## src/sv/twcs_div.sv

```systemverilog
// pipelined restoring divider, one quotient bit per register stage
// carries a sideband word alongside; uses no package items
`default_nettype none

module twcs_div #(
    parameter int DW = 32,
    parameter int QW = 16,
    parameter int SW = 1
) (
    input  wire logic          i_clk,
    input  wire logic          i_rst_n,
    input  wire logic          i_valid,
    input  wire logic [DW-1:0] i_den,
    input  wire logic [DW-1:0] i_rem,
    input  wire logic [QW-1:0] i_num,
    input  wire logic [SW-1:0] i_side,
    output logic               o_valid,
    output logic [QW-1:0]      o_quo,
    output logic [SW-1:0]      o_side
);

    logic          r_vld  [QW];
    logic [DW-1:0] r_den  [QW];
    logic [DW-1:0] r_rem  [QW];
    logic [QW-1:0] r_num  [QW];
    logic [QW-1:0] r_quo  [QW];
    logic [SW-1:0] r_side [QW];

    for (genvar k = 0; k < QW; k++) begin : g_stage
        logic          s_vld;
        logic [DW-1:0] s_den;
        logic [DW-1:0] s_rem;
        logic [QW-1:0] s_num;
        logic [QW-1:0] s_quo;
        logic [SW-1:0] s_side;
        logic [DW:0]   w_try;
        logic [DW:0]   w_diff;
        logic          w_ge;

        if (k == 0) begin : g_first
            assign s_vld  = i_valid;
            assign s_den  = i_den;
            assign s_rem  = i_rem;
            assign s_num  = i_num;
            assign s_quo  = '0;
            assign s_side = i_side;
        end else begin : g_next
            assign s_vld  = r_vld[k-1];
            assign s_den  = r_den[k-1];
            assign s_rem  = r_rem[k-1];
            assign s_num  = r_num[k-1];
            assign s_quo  = r_quo[k-1];
            assign s_side = r_side[k-1];
        end

        // shift in the next numerator bit and try the subtract
        assign w_try  = {s_rem, s_num[QW-1]};
        assign w_ge   = (w_try >= {1'b0, s_den});
        assign w_diff = w_try - {1'b0, s_den};

        always_ff @(posedge i_clk) begin
            if (!i_rst_n) begin
                r_vld[k] <= 1'b0;
            end else begin
                r_vld[k] <= s_vld;
            end
        end

        always_ff @(posedge i_clk) begin
            r_den[k]  <= s_den;
            r_rem[k]  <= w_ge ? w_diff[DW-1:0] : w_try[DW-1:0];
            r_num[k]  <= {s_num[QW-2:0], 1'b0};
            r_quo[k]  <= {s_quo[QW-2:0], w_ge};
            r_side[k] <= s_side;
        end
    end

    assign o_valid = r_vld[QW-1];
    assign o_quo   = r_quo[QW-1];
    assign o_side  = r_side[QW-1];

endmodule

`default_nettype wire

```

## config.mk

```make
export PLATFORM = sky130hd
export DESIGN_NAME = twcs_div
export DESIGN_NICKNAME = d
export VERILOG_FILES = /design/src/sv/twcs_div.sv
export SDC_FILE = /design/constraint.sdc
export NUM_CORES = 2
export LEC_CHECK = 0
export BUFFER_PORTS_ARGS = -buffer_cell sky130_fd_sc_hd__buf_2
export CAP_MARGIN = 15
export CORE_UTILIZATION = 51
export CTS_BUF_LIST = sky130_fd_sc_hd__clkbuf_4 sky130_fd_sc_hd__clkbuf_8
export CTS_CLUSTER_SIZE = 25
export DETAILED_ROUTE_END_ITERATION = 10
export PLACE_DENSITY_LB_ADDON = 0.1
export SLEW_MARGIN = 20
export SYNTH_ARGS = -nofsm -noshare
export SYNTH_HDL_FRONTEND = slang
export SYNTH_SLANG_ARGS = --single-unit
```

## constraint.sdc

```tcl
create_clock -name i_clk -period 6.7 [get_ports i_clk]
set_input_delay 0.67 -clock i_clk [delete_from_list [all_inputs] [get_ports i_clk]]
set_output_delay 0.67 -clock i_clk [all_outputs]
set_load 0.05 [all_outputs]
```

==> After elaboration in Yosys (flattened, before gate mapping) <==
Memories as Yosys holds them, arrays and structs flattened.
Cells that the tools add are included.
{ "totals": {"ramBits": 1552, "mem_count": 6, "inputBits": 84, "mem_bits_ro": 0, "latchBits": 0, "register_bits": 0, "out_inout_bits": 18} }
{ "memory_table": {"columns": ["memory", "depth", "word_bits", "rd", "rd_ports_with_merged_regs", "write_ports", "line_no", "rtl"], "rows": [
  ["r_den", 16, 32, 15, 0, 16, "23", "logic [DW-1:0] r_den [QW];"],
  ["r_rem", 16, 32, 15, 0, 16, "24", "logic [DW-1:0] r_rem [QW];"],
  ["r_quo", 16, 16, 16, 0, 16, "26", "logic [QW-1:0] r_quo [QW];"],
  ["r_num", 16, 15, 15, 0, 16, "25", "logic [QW-1:0] r_num [QW];"],
  ["r_side", 16, 1, 16, 0, 16, "27", "logic [SW-1:0] r_side [QW];"],
  ["r_vld", 16, 1, 16, 0, 16, "22", "logic r_vld [QW];"]
]} }
{ "op_classes": {"mux": 34, "eq_ne": 0, "n_reduce_logical": 0, "order_cmp": 16, "multipliers": 0, "div": 0, "shifts": 0, "bitwise": 16, "n_addsub": 16} }
{ "op_table": {"columns": ["cell", "count"], "rows": [
  ["$ge 33x32->1", 16],
  ["$mux 32", 16],
  ["$sub 32x32->32", 16],
  ["$mux 1", 18],
  ["$or 1x1->1", 16]
]} }

==> Logic depth before layout (Yosys ltp) <==
An unclocked memory read counts as a cell.
{ "depth": {"depth_word": 3, "mapped_depth": 15} }

==> Worst setup path after synthesis <==
Ideal clock, no wire load.
{ "synth_path": {"path_kind": "input -> register", "from": "in i_den[1]", "to": "mem r_rem[0][16]", "cell_stages": 13, "path_slack_ps": 3496, "t_required_ps": 6572, "arrival_ps": 3076, "path_cell_list": "inv_1 > ha_1 > nor2b_1 > o31a_1 > o31ai_1 > a211oi_1 > o31a_1 > o21ai_0 > a21bo_2 > a22o_1 > buf_2 > clkbuf_1 > o21ai_0"} }
{ "synth_rtl": {"columns": ["element", "line_no", "rtl"], "rows": [
  ["start, declared", "13", "input wire logic [DW-1:0] i_den,"],
  ["end, declared", "24", null]
]} }

==> results.md <==
* Status: finished clean
* FF/Latch Area at 25000 sq um
* R2R Setup Slk at 2.30 ns
* Lkg Pwr at 30.8 nW
* Slew Limit Fails at 0
* CTS Hold Buffers Added at 81
* Via count of the first global-routing pass at 44300
* Syn. warnings at 0
* Netlist Area Pre-Place at 58000 sq um
* Die area at 115000 sq um
* Clock buffer count from CTS at 203
* Leading area contributor after synthesis: dfxtp_1
* CTS Buffer Depth at 3
* Top post-synthesis cells by area: dfxtp_1 (43%), ha_1 (11%), mux2_2 (4.9%)
* Clock transition at path regs at 0.06 ns
* Length of the first detailed-routing pass in iterations at 5
* Share of the synthesized area in the top cell type at 43.1%
* CTS root buf: clkbuf_8
* Most used routing layer: met2
* Antenna-violating nets left at 0
* Slowest CP cell: a211oi_1
* Total track usage at 23.4%
* Ports at 102
* Avg WL per Cell at 16.9 microns
* Vias per inst at 5.30
* Routed WL at 136 mm
* Most used cell, CP: o21ai_0
* Die W at 339 microns
* Routing usage on met1 at 20.8%
* CTS tree: done
* Final hold viol count at 0
* Fill cells at 9989
* Syn Area/Cell at 9.46 sq um
* Worst path top cell family by delay: compound AO/OA/AOI/OAI gates
* Share of cells above drive strength 1 at 12.6%
* Largest net degree at the start of global routing at 66
* Endpoints failing setup at 0
* Synth-to-Final Area Change at 12.8%
* DRC Markers at 0
* CP Buf/Inv Count at 2
* Die height at 339 microns
* Site row count at 123
* Pwr dens at 548 nW/um^2
* Tmin final at 4.40 ns
* Max_slew headroom at 23.4%
* Detailed Place HPWL at 107 mm
* Area of the multi-input gates at 30100 sq um
* Setup crit end kind: flop
* Initial DRC Count at 1738
* # nets final at 7002
* Core Area at 113000 sq um
* # resized after CTS at 0
* Vias at 42700
* VDD IR max at 0.000233 V
* IO buf count at 101
* Synthesized net count at 6745
* Crit path arrival time at 5.16 ns
* Post-synthesis cell count at 6134
* Crit-path cells: inv_1 > ha_1 > nor2b_1 > o21ai_0 > a21boi_0 > o21ai_0 > a211oi_1 > o31ai_4 > o21ai_1 > a2bb2oi_4 > buf_4 > mux2_2
* Critical path class: reg -> reg
* Fin Clk Skew at 0.0366 ns
* Synth Flop Type: dfxtp_1
* Worst-margin pin slew at 1.14 ns
* Post-CTS Setup Inserts at 0
* Synthesized flop and latch total at 1248
* Worst EP required at 7.46 ns
* Antenna violations before repair at 5
* H-tree level count at 4
* Fmax at 228 MHz
* HP Class: in -> reg
* Post-synthesis async set-or-reset flop share at 0%
* Slowest cell delay on critical path at 0.80 ns
* Clk_lat worst skew at 0.90 ns
* Unrepaired setup endpoints after global routing: no
* Congestion Overflow GR at 0
* Crit start category: flop
* Starting Density at 51.5%
* Global-route met2 utilization at 47.1%
* Global-route wire length before repair at 217 mm
* Yosys cell types at 99
* Met3 usage at 3.61%
* CTS sink count at 1248
* Setup TNS at 0 ns
* CP max FO at 23
* Fin util at 58.1%
* Fin crit share at 65.6%
* Post-synth EDFFs at 0
* Max_cap viols at 0
* RePlAce Congestion at 0.959
* Post-synthesis sequential area ratio at 43.1%
[worst paths after layout]
path                   to         from  depth (start not counted)
max          r_rem[4][39]  r_den[1][1]                         12
min              r_vld[0]      i_rst_n                          2
max reg2reg  r_rem[4][39]  r_den[1][1]                         12
min reg2reg  r_num[0][18]  r_num[0][2]                          0
[synth_stat cells, types with 44 or more instances]
library cell	n
nand2_1	329
nor2b_1	71
o21ai_0	325
a21o_1	292
a31oi_1	44
nand2b_1	68
nor2_1	341
a21oi_1	518
mux2_2	250
nor3_1	73
inv_1	634
xnor2_1	252
clkbuf_1	94
nand3_1	106
o21bai_1	61
o21a_1	66
nand4_1	81
xor2_1	149
dfxtp_1	1248
ha_1	512
and3_1	53
[sequential cells by signal, indices dropped and copies added, names as in the netlist]
name    cells
r_den     480
r_num     120
r_rem     480
r_quo     136
r_side     16
r_vld      16
[cells in the final DEF, fill, tap and decap left out, types with 73 or more instances in the layout]
| cell type | count |
|---|---|
| mux2_2 | 250 |
| o21ai_0 | 325 |
| nand4_1 | 81 |
| nand2_1 | 329 |
| a21oi_1 | 518 |
| a21o_1 | 292 |
| xor2_1 | 149 |
| xnor2_1 | 252 |
| nor2_1 | 341 |
| nand3_1 | 106 |
| nor3_1 | 73 |
| clkbuf_8 | 262 |
| dfxtp_1 | 1248 |
| ha_1 | 512 |
| dlygate4sd3_1 | 81 |
| inv_1 | 634 |
| buf_2 | 101 |
[through the flow]
step,hold WS [ns],worst slack [ns],area [sq um],power [mW],cells
after floorplan,0.310,3.50,58000,24.6,6134
after global placement,0.310,2.38,60000,28.5,7605
after detailed placement,0.312,2.27,60000,28.6,7605
after CTS,0.0827,2.31,65400,36.1,8055
after global routing,0.121,2.11,65400,38.6,8062
final,0.165,2.30,65400,35.8,8062
[cells by family after synthesis]
group | Yosys count | synth area share (%)
AO/OA/AOI/OAI | 1603 | 17.7
AND/OR/NAND/NOR | 1281 | 10.7
flip-flops | 1248 | 43.1
buffers and inverters | 785 | 5.27
adder cells (fa/ha/maj) | 527 | 11.6
XOR/XNOR | 401 | 6.05
multiplexers | 289 | 5.60
[per-layer routing]
layer  up-vias  routed length, microns
li1      21900                       -
met1     19500                   48400
met2       816                   73700
met3       435                    3800
met4         0                   10000
met5         -                       0
[area by class of cell]
class                      count  share of cell area (%)
sequential                  1248                    38.2
clock buffer                 319                    6.16
clock inverter                50                   0.924
multi-input combinational   4101                    45.9
antenna                        7                  0.0268
timing repair buffer         203                    2.25
tap                         1500                    2.87
inverter                     634                    3.64
[power by group]
group | switching (mW) | internal [mW] | total (mW)
Combinational | 9.77 | 8.15 | 17.9
Clock | 3.02 | 4.20 | 7.22
Sequential | 1.01 | 9.69 | 10.7
Total | 13.8 | 22.0 | 35.8
Note: power is estimated with default switching activity, not from simulation.
