$ cat config.mk
export PLATFORM = sky130hd
export DESIGN_NAME = twcs_tex
export DESIGN_NICKNAME = d
export VERILOG_FILES = /design/src/sv/twcs_pkg.sv /design/src/sv/twcs_tex.sv
export SDC_FILE = /design/constraint.sdc
export NUM_CORES = 1
export LEC_CHECK = 0
export ABC_AREA = 0
export ABC_CLOCK_PERIOD_IN_PS = 9550
export BUFFER_PORTS_ARGS = -buffer_cell sky130_fd_sc_hd__buf_2
export CORE_MARGIN = 5
export CORE_UTILIZATION = 56
export DETAILED_ROUTE_END_ITERATION = 8
export PLACE_DENSITY = 0.79
export SLEW_MARGIN = 20
export SYNTH_ARGS = -nofsm -noshare
export SYNTH_HDL_FRONTEND = slang
export SYNTH_SLANG_ARGS = --single-unit
$ cat constraint.sdc
create_clock -name i_clk -period 9.55 [get_ports i_clk]
set_input_delay 2.3875 -clock i_clk [delete_from_list [all_inputs] [get_ports i_clk]]
set_output_delay 2.3875 -clock i_clk [all_outputs]
set_load 0.1 [all_outputs]
$ cat src/sv/twcs_pkg.sv
// shared constants and types for the textured wall column setup pipeline
// no dependencies
`default_nettype none

package twcs_pkg;

    localparam int TEX_ROWS = 30;
    // quotient bits of the texture step divide, (TEX_ROWS << 16) < 2^21
    localparam int STEP_QW = 21;
    localparam logic [STEP_QW-1:0] STEP_NUM = STEP_QW'(TEX_ROWS * 65536);
    localparam int HEIGHT_QW = 16;
    localparam int COL_W = 8;

    typedef struct packed {
        logic [31:0]      perp;
        logic [COL_W-1:0] col;
    } t_tex_res;

endpackage

`default_nettype wire

$ cat src/sv/twcs_tex.sv
// texture column unit: wall hit fraction, scale to texture width, mirror
// three register stages; uses twcs_pkg
`default_nettype none

module twcs_tex #(
    parameter int TEX_SIZE = 30
) (
    input  wire logic        i_clk,
    input  wire logic        i_rst_n,
    input  wire logic        i_valid,
    input  wire logic [31:0] i_perp,
    input  wire logic        i_side,
    input  wire logic [31:0] i_rdx,
    input  wire logic [31:0] i_rdy,
    input  wire logic [31:0] i_px,
    input  wire logic [31:0] i_py,
    output logic             o_valid,
    output twcs_pkg::t_tex_res o_res
);

    logic [31:0] w_dir;
    logic [31:0] w_pos;
    logic [31:0] w_prod;
    logic        w_mir;

    logic        r_a_vld, r_b_vld, r_c_vld;
    logic [31:0] r_a_prod, r_a_pos, r_a_perp;
    logic        r_a_mir;
    logic [31:0] r_b_frac, r_b_perp;
    logic        r_b_mir;
    logic [twcs_pkg::COL_W-1:0] r_c_col;
    logic [31:0] r_c_perp;

    logic [40:0] w_scaled;
    logic [twcs_pkg::COL_W-1:0] w_col;

    assign w_dir  = i_side ? i_rdx : i_rdy;
    assign w_pos  = i_side ? i_px : i_py;
    // only the low word of the signed product reaches the fraction
    assign w_prod = i_perp * w_dir;
    assign w_mir  = (!i_side && !i_rdx[31] && (i_rdx != 32'h0)) || (i_side && i_rdy[31]);

    assign w_scaled = {9'h0, r_b_frac} * 41'(TEX_SIZE);
    assign w_col    = w_scaled[32 +: twcs_pkg::COL_W];

    always_ff @(posedge i_clk) begin
        if (!i_rst_n) begin
            r_a_vld <= 1'b0;
            r_b_vld <= 1'b0;
            r_c_vld <= 1'b0;
        end else begin
            r_a_vld <= i_valid;
            r_b_vld <= r_a_vld;
            r_c_vld <= r_b_vld;
        end
    end

    always_ff @(posedge i_clk) begin
        r_a_prod <= w_prod;
        r_a_pos  <= {w_pos[15:0], 16'h0};
        r_a_perp <= i_perp;
        r_a_mir  <= w_mir;
        r_b_frac <= r_a_prod + r_a_pos;
        r_b_perp <= r_a_perp;
        r_b_mir  <= r_a_mir;
        r_c_col  <= r_b_mir ? twcs_pkg::COL_W'(TEX_SIZE - 1) - w_col : w_col;
        r_c_perp <= r_b_perp;
    end

    assign o_valid    = r_c_vld;
    assign o_res.perp = r_c_perp;
    assign o_res.col  = r_c_col;

endmodule

`default_nettype wire

### Yosys cells after proc, flatten, opt, wreduce, memory -nomap -nowiden

Index checks and enable logic that the tools add are counted.
W data, S select, Z words.

* flip-flop bits (word level): 187

* $mul: 2
* multiplexer cells: 3
* $add $sub $neg: 2
* reduce and logical (&&, ||, !) cells: 7

Operators by type and width (count)
* $mul A32 B4 Y36 const B: 1
* $add A32 B32 Y32: 1
* $mul A32 B32 Y32: 1
* $mux W32: 1
* $reduce_bool A32 Y1: 1
* $mux W16: 1
* $sub A5 B5 Y6 const A: 1
* $mux W5: 1
* $logic_and A1 B1 Y1: 3
* $logic_not A1 Y1: 2
* $logic_or A1 B1 Y1: 1

### Logic depth before layout (Yosys ltp)

* depth in word-level cells: 4
* gate-level depth with buffers: 30
* mapped depth without buffers: 26

### Worst setup path after synthesis

OpenSTA, ideal clock, no wires.

* path kind: in2reg
* from: input i_side
* to: register r_a_prod[29]
* data required time: 9.488 ns
* cell stages on the path: 28
* slack: -0.134 ns
* arrival time: 9.622 ns
* buffers on the path: 4
* cell sequence: buf_2 buf_4 mux2_2 clkbuf_1 clkbuf_1 and2_1 fa_1 inv_1 fa_1 fa_1 fa_1 inv_1 fa_1 inv_1 fa_1 inv_1 fa_1 fa_1 ha_1 a21o_1 a21o_1 a221o_1 a21oi_1 o21ai_1 o21ai_1 a21oi_1 or4b_1 nand3_1

* cells in the longest elaborated chain, start to end: 2

Ends and longest elaborated chain
* from (decl): line twcs_tex.sv:12 `input wire logic i_side,`
* $mux W32: line twcs_tex.sv:37 `assign w_dir = i_side ? i_rdx : i_rdy;`
* $mul A32 B32 Y32: line twcs_tex.sv:40 `assign w_prod = i_perp * w_dir;`
* net w_prod[29]: line twcs_tex.sv:23 `logic [31:0] w_prod;`
* to (signal assigned): line twcs_tex.sv:59 `r_a_prod <= w_prod;`
* to (decl): line twcs_tex.sv:27 `logic [31:0] r_a_prod, r_a_pos, r_a_perp;`

The timed path passes the listed nets, and every way through them passes these cells.
A chain may end at the register's enable or synchronous reset.

### Worst setup path in the final report

Same ends and word-level chain as after synthesis.

==> flow_summary.toml <==
[clock_network]
cts-buffers-inserted = 17
post_cts_buffers = 0
clk_latency_ns = 0.48
clock_path_buffers = 2
cts_tree = "done"
hold_buffers = 0
clockRootBuffer = "clkbuf_16"
h-tree-depth = 4
cts.sinks = 187
path_clk_slew_ns = 0.08

[critical_path]
crit_top_cell = "fa_1"
crit_arrival_ns = 9.68
r2r-end = "r_c_col[2]$_DFF_P_"
endpoint_kind = "flop"
slowest_stage = "fa_1"
path_class = "primary input to flop"
reg2reg_slack_ns = 5.45
reg2reg_from = "r_b_frac[15]$_DFF_P_"
reg2regPathDepth = 14
cp-startpoint = "i_side"
slowest_delay_ns = 0.56
crit_fanout = 8
crit_path_end = "r_a_prod[29]$_DFF_P_"
start_kind = "primary input"
required_ns = 9.98

[placement]
dp_hpwl_um = 48550
gp_congestion = 0.9632
port_buffers = 172

[logic_synthesis]
synth_top_area_share_pct = 40.52
synth_area_um2 = 23170
ys_seq_elements = 187
synth_edf_count = 0
seq_area_frac_synth_pct = 16.15
yosysTopAreaCell = "fa_1"
yosysMostFrequentCell = "fa_1"
yosys_warnings = 0
yosys_most_used_dff = "dfxtp_1"
postSynthAreaPerCell_um2 = 10.20
synth_commonest_cells = "fa_1 (469), inv_1 (410), and2_1 (290)"
syn_nets = 3083
synthCells = 2272
ys_top_cells_by_area = "fa_1 (41%), dfxtp_1 (16%), ha_1 (9.6%)"
synth_cell_types = 62
async_reset_ff_share_pct = 0

[global_routing]
grt_usage_pct = 26.83
first_global_vias = 18080
grt-ovfl-total = 0
grt_pass1_wl_um = 94110
grt_max_degree = 30
antenna_found_initial = 3

[outcome]
status = "completed"

[timing]
worst_pin_slew_ns = 0.6439
fin_setup_tns_ns = 0
max_clock_freq_mhz = 108.1
fin_crit_ns = 9.253
drv_slew = 0
clock_skew_ns = 0.009049
relSlewSlack_pct = 55.84
hold_slack_ns = 0.3219
hold_violations = 0
rsz0062_at_grt = "no"
period_share_pct = 96.89
setup_viol = 0

[route]
wl_um = 58350
postRouteAntennaNets = 0
drtIter0Drc = 1030
dr.pass1.iters = 7
vias_per_cell = 5.394
num_vias = 16270
wire_per_inst_um = 19.35
route.detailed.drc = 0

[floorplanning]
num_rows = 74
dieArea_um2 = 45550
ios = 205
initial_core_util_pct = 56.63
core-area_um2 = 40920
dieWidth_um = 213.4
die_h_um = 213.4

[finish]
drive_above_1_share_pct = 14.38
syn_to_final_growth_pct = 10.97
fillCellCount = 3216
multiInputGateArea_um2 = 17580
regArea_um2 = 3744
fin_nets = 3281

[run]
maxCapViolations = 0

[worst_hold_path]
hold_path_class = "flop to flop"
hp-start = "r_b_perp[29]$_DFF_P_"
## worst max-delay path, delay by kind of cell
kind,cells,cell delay (ns)
AO/OA/AOI/OAI,7,1.30
adder cells (fa/ha/maj),9,4.17
buffers and inverters,6,0.60
multiplexers,1,0.45
AND/OR/NAND/NOR,3,0.77
## repair_timing
item                                    4_1_cts  5_1_grt
gates resized for setup                       0        4
hold endpoints to repair                      0        0
endpoints found under the setup margin        0        3
## per-layer routing
layer	track usage [%]	wire length, µm
met5	0	0
met4	9.715	1801
met3	8.661	5825
met2	43.71	28010
met1	33.94	22710
## sequential cells by signal (all words and copies together) (netlist names)
| name | cells |
|---|---|
| o_valid | 1 |
| r_a_mir | 1 |
| r_a_perp | 32 |
| r_a_pos | 16 |
| r_a_prod | 32 |
| r_a_vld | 1 |
| r_b_frac | 32 |
| r_b_mir | 1 |
| r_b_perp | 32 |
| r_b_vld | 1 |
| r_c_col | 6 |
| r_c_perp | 32 |
## worst min path at each step
stage                           endpoint  slack (ns)  depth (start not counted)
CTS                 r_c_perp[29]$_DFF_P_        0.32                          0
global placement    r_b_perp[23]$_DFF_P_        0.31                          0
floorplan            r_b_frac[0]$_DFF_P_        0.31                          0
global route        r_b_perp[26]$_DFF_P_        0.32                          0
detailed placement  r_b_perp[17]$_DFF_P_        0.31                          0
finish              r_c_perp[29]$_DFF_P_        0.32                          0
## layout make-up
class                      instances  area share [%]
timing repair buffer             267           6.169
inverter                         410           5.985
tap                              532           2.588
sequential                       187           14.56
antenna                            1        0.009731
clock inverter                    14          0.6617
clock buffer                      18           1.669
multi-input combinational       1587           68.36
## cell families (layout without fill, tap and decap cells)
group | count (synthesis) | in the layout | share of synthesized area (%)
AOI/OAI and AO/OA | 135 | 135 | 3.990
xor gates and xnor gates | 103 | 103 | 3.952
adders and majority gates | 647 | 647 | 50.13
buffers and inverters | 498 | 709 | 8.191
DFF | 187 | 187 | 16.15
muxes | 50 | 50 | 2.451
other | 0 | 1 | 0
and+or+nand+nor | 652 | 652 | 15.13
## metrics by stage
| step | utilization [%] | setup slack (ns) | instance area [µm²] | instances |
|---|---|---|---|---|
| floorplan | - | 0.03634 | 23210 | 2272 |
| global placement | 61.32 | -0.1538 | 25090 | 2983 |
| detailed placement | 61.32 | -0.2801 | 25090 | 2983 |
| CTS | 62.78 | 0.2531 | 25690 | 3015 |
| global route | 62.84 | 0.02619 | 25720 | 3016 |
| finish | 62.84 | 0.2974 | 25720 | 3016 |
## placed cells by master (no fill, tap or decap), types with 3 or more instances in the layout
cell type    n
ha_1       176
a211oi_1     6
o21a_1       8
fa_1       468
o21ai_0     24
nand2b_1    17
nor2b_1     60
dfxtp_1    187
clkbuf_16   17
clkinv_8     5
inv_1      410
o21bai_1     5
mux2i_1      7
nor2_1      31
or4_1        3
mux2_4       3
mux2_2      38
xnor2_1     81
nand3_1      9
nand2_1    203
inv_6        6
nor3_1       8
nor4_1       8
buf_2      172
nand4_1      5
a21oi_1     40
o31ai_1      3
and3_1       6
a21o_1      19
and2_1     290
a221oi_1     4
xor2_1      20
buf_4       94
Power is left out: the tool's default activity adds up to more than one toggle a clock period on the data nets, which glitch-free logic cannot reach.
